File: src/rpn_stack_calculator_unit_macros.svh
// ----------------------------------------------------------------------------
// RPN stack calculator assertion macros
// Shared concurrent assertion forms, clocked on clk_i and quiet in reset.
// ----------------------------------------------------------------------------
`ifndef RPN_STACK_CALCULATOR_UNIT_MACROS_SVH
`define RPN_STACK_CALCULATOR_UNIT_MACROS_SVH

// The consequent must hold in the same cycle as the antecedent.
`define RSC_ASSERT_SAME(label, ante, cons, msg) \
  label: assert property (@(posedge clk_i) disable iff (!rst_ni) (ante) |-> (cons)) \
    else $error(msg);

// The consequent must hold in the cycle after the antecedent.
`define RSC_ASSERT_NEXT(label, ante, cons, msg) \
  label: assert property (@(posedge clk_i) disable iff (!rst_ni) (ante) |=> (cons)) \
    else $error(msg);

`endif

File: src/rsc_ram.sv
// ----------------------------------------------------------------------------
// RPN stack calculator RAM
// Generic single-write, single-read RAM with a registered read port.
// ----------------------------------------------------------------------------
module rsc_ram #(
  parameter int WIDTH = 32,
  parameter int DEPTH = 16,
  localparam int AW   = $clog2(DEPTH)
) (
  input  logic             clk_i,
  input  logic             we_i,
  input  logic [AW-1:0]    waddr_i,
  input  logic [WIDTH-1:0] wdata_i,
  input  logic [AW-1:0]    raddr_i,
  output logic [WIDTH-1:0] rdata_o
);

  logic [WIDTH-1:0] mem [DEPTH];
  logic [WIDTH-1:0] rdata_q;

  always_ff @(posedge clk_i) begin
    if (we_i) begin
      mem[waddr_i] <= wdata_i;
    end
    rdata_q <= mem[raddr_i];
  end

  assign rdata_o = rdata_q;

endmodule

File: config.mk
export PLATFORM = sky130hd
export DESIGN_NAME = rsc_ram
export DESIGN_NICKNAME = d
export VERILOG_FILES = /design/src/rpn_stack_calculator_unit_macros.svh /design/src/rsc_ram.sv
export SDC_FILE = /design/constraint.sdc
export NUM_CORES = 1
export LEC_CHECK = 0
export BUFFER_PORTS_ARGS = -buffer_cell sky130_fd_sc_hd__buf_2
export CAP_MARGIN = 20
export CORE_MARGIN = 2
export CORE_UTILIZATION = 35
export CTS_CLUSTER_DIAMETER = 120
export DETAILED_ROUTE_END_ITERATION = 8
export HOLD_SLACK_MARGIN = 0.02
export PLACE_DENSITY_LB_ADDON = 0.3
export SETUP_SLACK_MARGIN = 0.15
export SLEW_MARGIN = 20
export SYNTH_ARGS = -nofsm -noshare
export SYNTH_HDL_FRONTEND = slang
export SYNTH_SLANG_ARGS = --single-unit
export TNS_END_PERCENT = 20
File: constraint.sdc
create_clock -name clk_i -period 3.9 [get_ports clk_i]
set_input_delay 0.78 -clock clk_i [delete_from_list [all_inputs] [get_ports clk_i]]
set_output_delay 0.78 -clock clk_i [all_outputs]
set_load 0.05 [all_outputs]
==> impl_metrics.tcl <==
set metrics [dict create \
    cts.path.max_buffers 3 \
    syn-instance-count 838 \
    netlist_area_mm2 0.0199 \
    rr_endpoint "rdata_o[18]" \
    cts_buffers 55 \
    avgViaCountPerCell 5.08 \
    critPathMaxFanout 1 \
    hpwlAfterDp_um 22600 \
    p_leak_nw 7.46 \
    cts_tree "done" \
    fmaxAchievable_ghz 0.481 \
    critPathTopFamily "flip-flops" \
    pre_cts_slack_ns 1.27 \
    synth.most_common_cell "edfxtp_1" \
    fin_crit_sh 0.533 \
    yosys-top-cells-count "edfxtp_1, mux4_2, a22oi_1" \
    hold_path_class "input port to flip-flop" \
    rows 87 \
    startpoint_type "flip-flop" \
    fin_hold_ws_ns 0.545 \
    antenna_left 0 \
    setup_tns_ns 0 \
    grt_use_total 0.146 \
    yosys_register_bits 544 \
    antenna_found_initial 2 \
    fp.dieW_um 242 \
    pin_count 74 \
    drtIter0Drc 896 \
    gp_congestion 0.682 \
    r2r_cells 3 \
    power.density_mw_per_mm2 548 \
    post_cts_resize_count 0 \
    relSlewSlack 0.410 \
    overflow 0 \
    outcome "finished, final reports clean" \
    arrival_ns 1.30 \
    synth_area_per_cell_um2 23.7 \
    die-area_mm2 0.0586 \
    htreeDepth 2 \
    root_buffer "clkbuf_16" \
    slowest_stage "dfxtp_1" \
    wirelength_um 42500 \
    postCtsSetupRepairBufs 0 \
    ys_async_sr_fraction 0 \
    yosysUniqueCellTypes 18 \
    drc_errors 0 \
    grt_start_max_net_pins 47 \
    firstDrtPassIters 4 \
    syn_to_final_growth_pct 17.7 \
    cts.clk_slew.worst_paths_ns 0.06 \
    ys_seq_area_frac 0.807 \
    min_period_ns 2.08 \
    n_fill_cell 4878 \
    rsz0062_at_grt "false" \
    setup_viol 0 \
    yosys_warnings 0 \
    worst_slew_pin_slew_ns 0.883 \
    post_drt_wl_per_cell_um 24.2 \
    io_buffers 73 \
    synthesis.nets 880 \
    dr_total_vias 8927 \
    maxCapViolations 0 \
    synth-main-ff-cell "edfxtp_1" \
    reg2reg_from "mem[2][18]" \
    first_global_vias 9591 \
    nets 999 \
    clock_latency_ns 0.60 \
    path_cells "buf_2" \
    finalWorstSetupSlack_ns 1.82 \
    endpoint_kind "output pin" \
    worstPathRequired_ns 3.12 \
    worstSetupEndpoint "rdata_o[30]" \
    utilization 0.415 \
    slowest_delay_ns 0.39 \
    chipHeight_um 242 \
    report.final.slew_viol_count 0 \
    path_buf_inv 1 \
    grt_pass1_wl_um 63100 \
    drive_gt1_frac 0.341 \
    netlist.area_leader.share 0.774 \
    fin_worst_skew_ns 0.0128 \
    vdd_drop_max_v 0.000356 \
    rrSetupSlack_ns 2.46 \
    core_mm2 0.0563 \
    cts_sinks 544 \
    synth_area_leaders "edfxtp_1, mux4_2, dfxtp_1, a22oi_1, nand2_1" \
    startpoint "rdata_o[30]" \
    synth-edff-count 512 \
    cts_hold_buf 0 \
    start_util 0.353 \
    cp.depth 1 \
    path_class "flip-flop to output pin" \
    finalHoldViolations 0 \
    yosys.area.top_type "edfxtp_1" \
]
## metrics by stage
step                cell area [µm²]  instances  power [mW]
floorplan                     19900        838        7.14
global placement              21400       1656        7.41
detailed placement            21400       1656        7.42
CTS                           23400       1757        13.0
global route                  23400       1758        13.2
finish                        23400       1759        12.8
## cell families (layout without fill, tap and decap cells)
family,count (synthesis),count (layout),share of synthesized area
flip-flops,544,544,0.807
multiplexers,128,128,0.145
AO/OA/AOI/OAI,64,64,0.0242
AND/OR/NAND/NOR,59,59,0.0127
buffers and inverters,43,206,0.0112
other,0,2,0
## per-layer routing
layer | share of wire | vias to the layer above | track usage
met5 | 0.00031 | - | 0
met4 | 0.020 | 2 | 0.0401
met3 | 0.053 | 59 | 0.0295
met2 | 0.46 | 242 | 0.220
met1 | 0.46 | 4811 | 0.215
li1 | - | 3813 | -
## layout make-up
type | count | area [µm²] | area share
sequential | 544 | 16000 | 0.686
multi-input combinational | 251 | 3760 | 0.161
clock buffer | 77 | 1560 | 0.0667
tap | 756 | 946 | 0.0405
timing repair buffer | 105 | 717 | 0.0307
clock inverter | 24 | 360 | 0.0154
antenna | 2 | 5.00 | 0.000214
## cells in the final DEF (no fill, tap or decap), types with 3 or more instances in the layout
cell type	instances
edfxtp_1	512
mux4_2	128
buf_2	71
a22oi_1	64
clkbuf_16	55
nand2_1	33
dfxtp_1	32
buf_4	25
nor2_4	13
clkbuf_1	12
clkbuf_8	11
clkinv_2	8
bufinv_16	8
buf_12	8
nor3_2	3
## report_power, final
group	internal [mW]	total [mW]	switching, mW
registers	6.54	6.58	0.0418
logic	0.241	0.707	0.466
clock network	3.33	5.52	2.19
## state kept, by name, summed over array words and instances, names as in the netlist
name	count
mem	512
rdata_o	32
## worst min-delay path by stage
| stage | endpoint | slack (ns) | start | cells after the start |
|---|---|---|---|---|
| 5_1_grt | mem[8][28] | 0.54 | wdata_i[28] | 1 |
| 4_1_cts | mem[8][28] | 0.51 | wdata_i[28] | 1 |
| 3_5_place_dp | rdata_o[5] | 0.66 | mem[14][5] | 3 |
| 3_3_place_gp | rdata_o[4] | 0.65 | mem[14][4] | 3 |
| 6_report | mem[0][21] | 0.54 | wdata_i[21] | 1 |
| 2_1_floorplan | rdata_o[0] | 0.63 | mem[14][0] | 3 |
No activity file was read; power rests on OpenSTA's default activity.
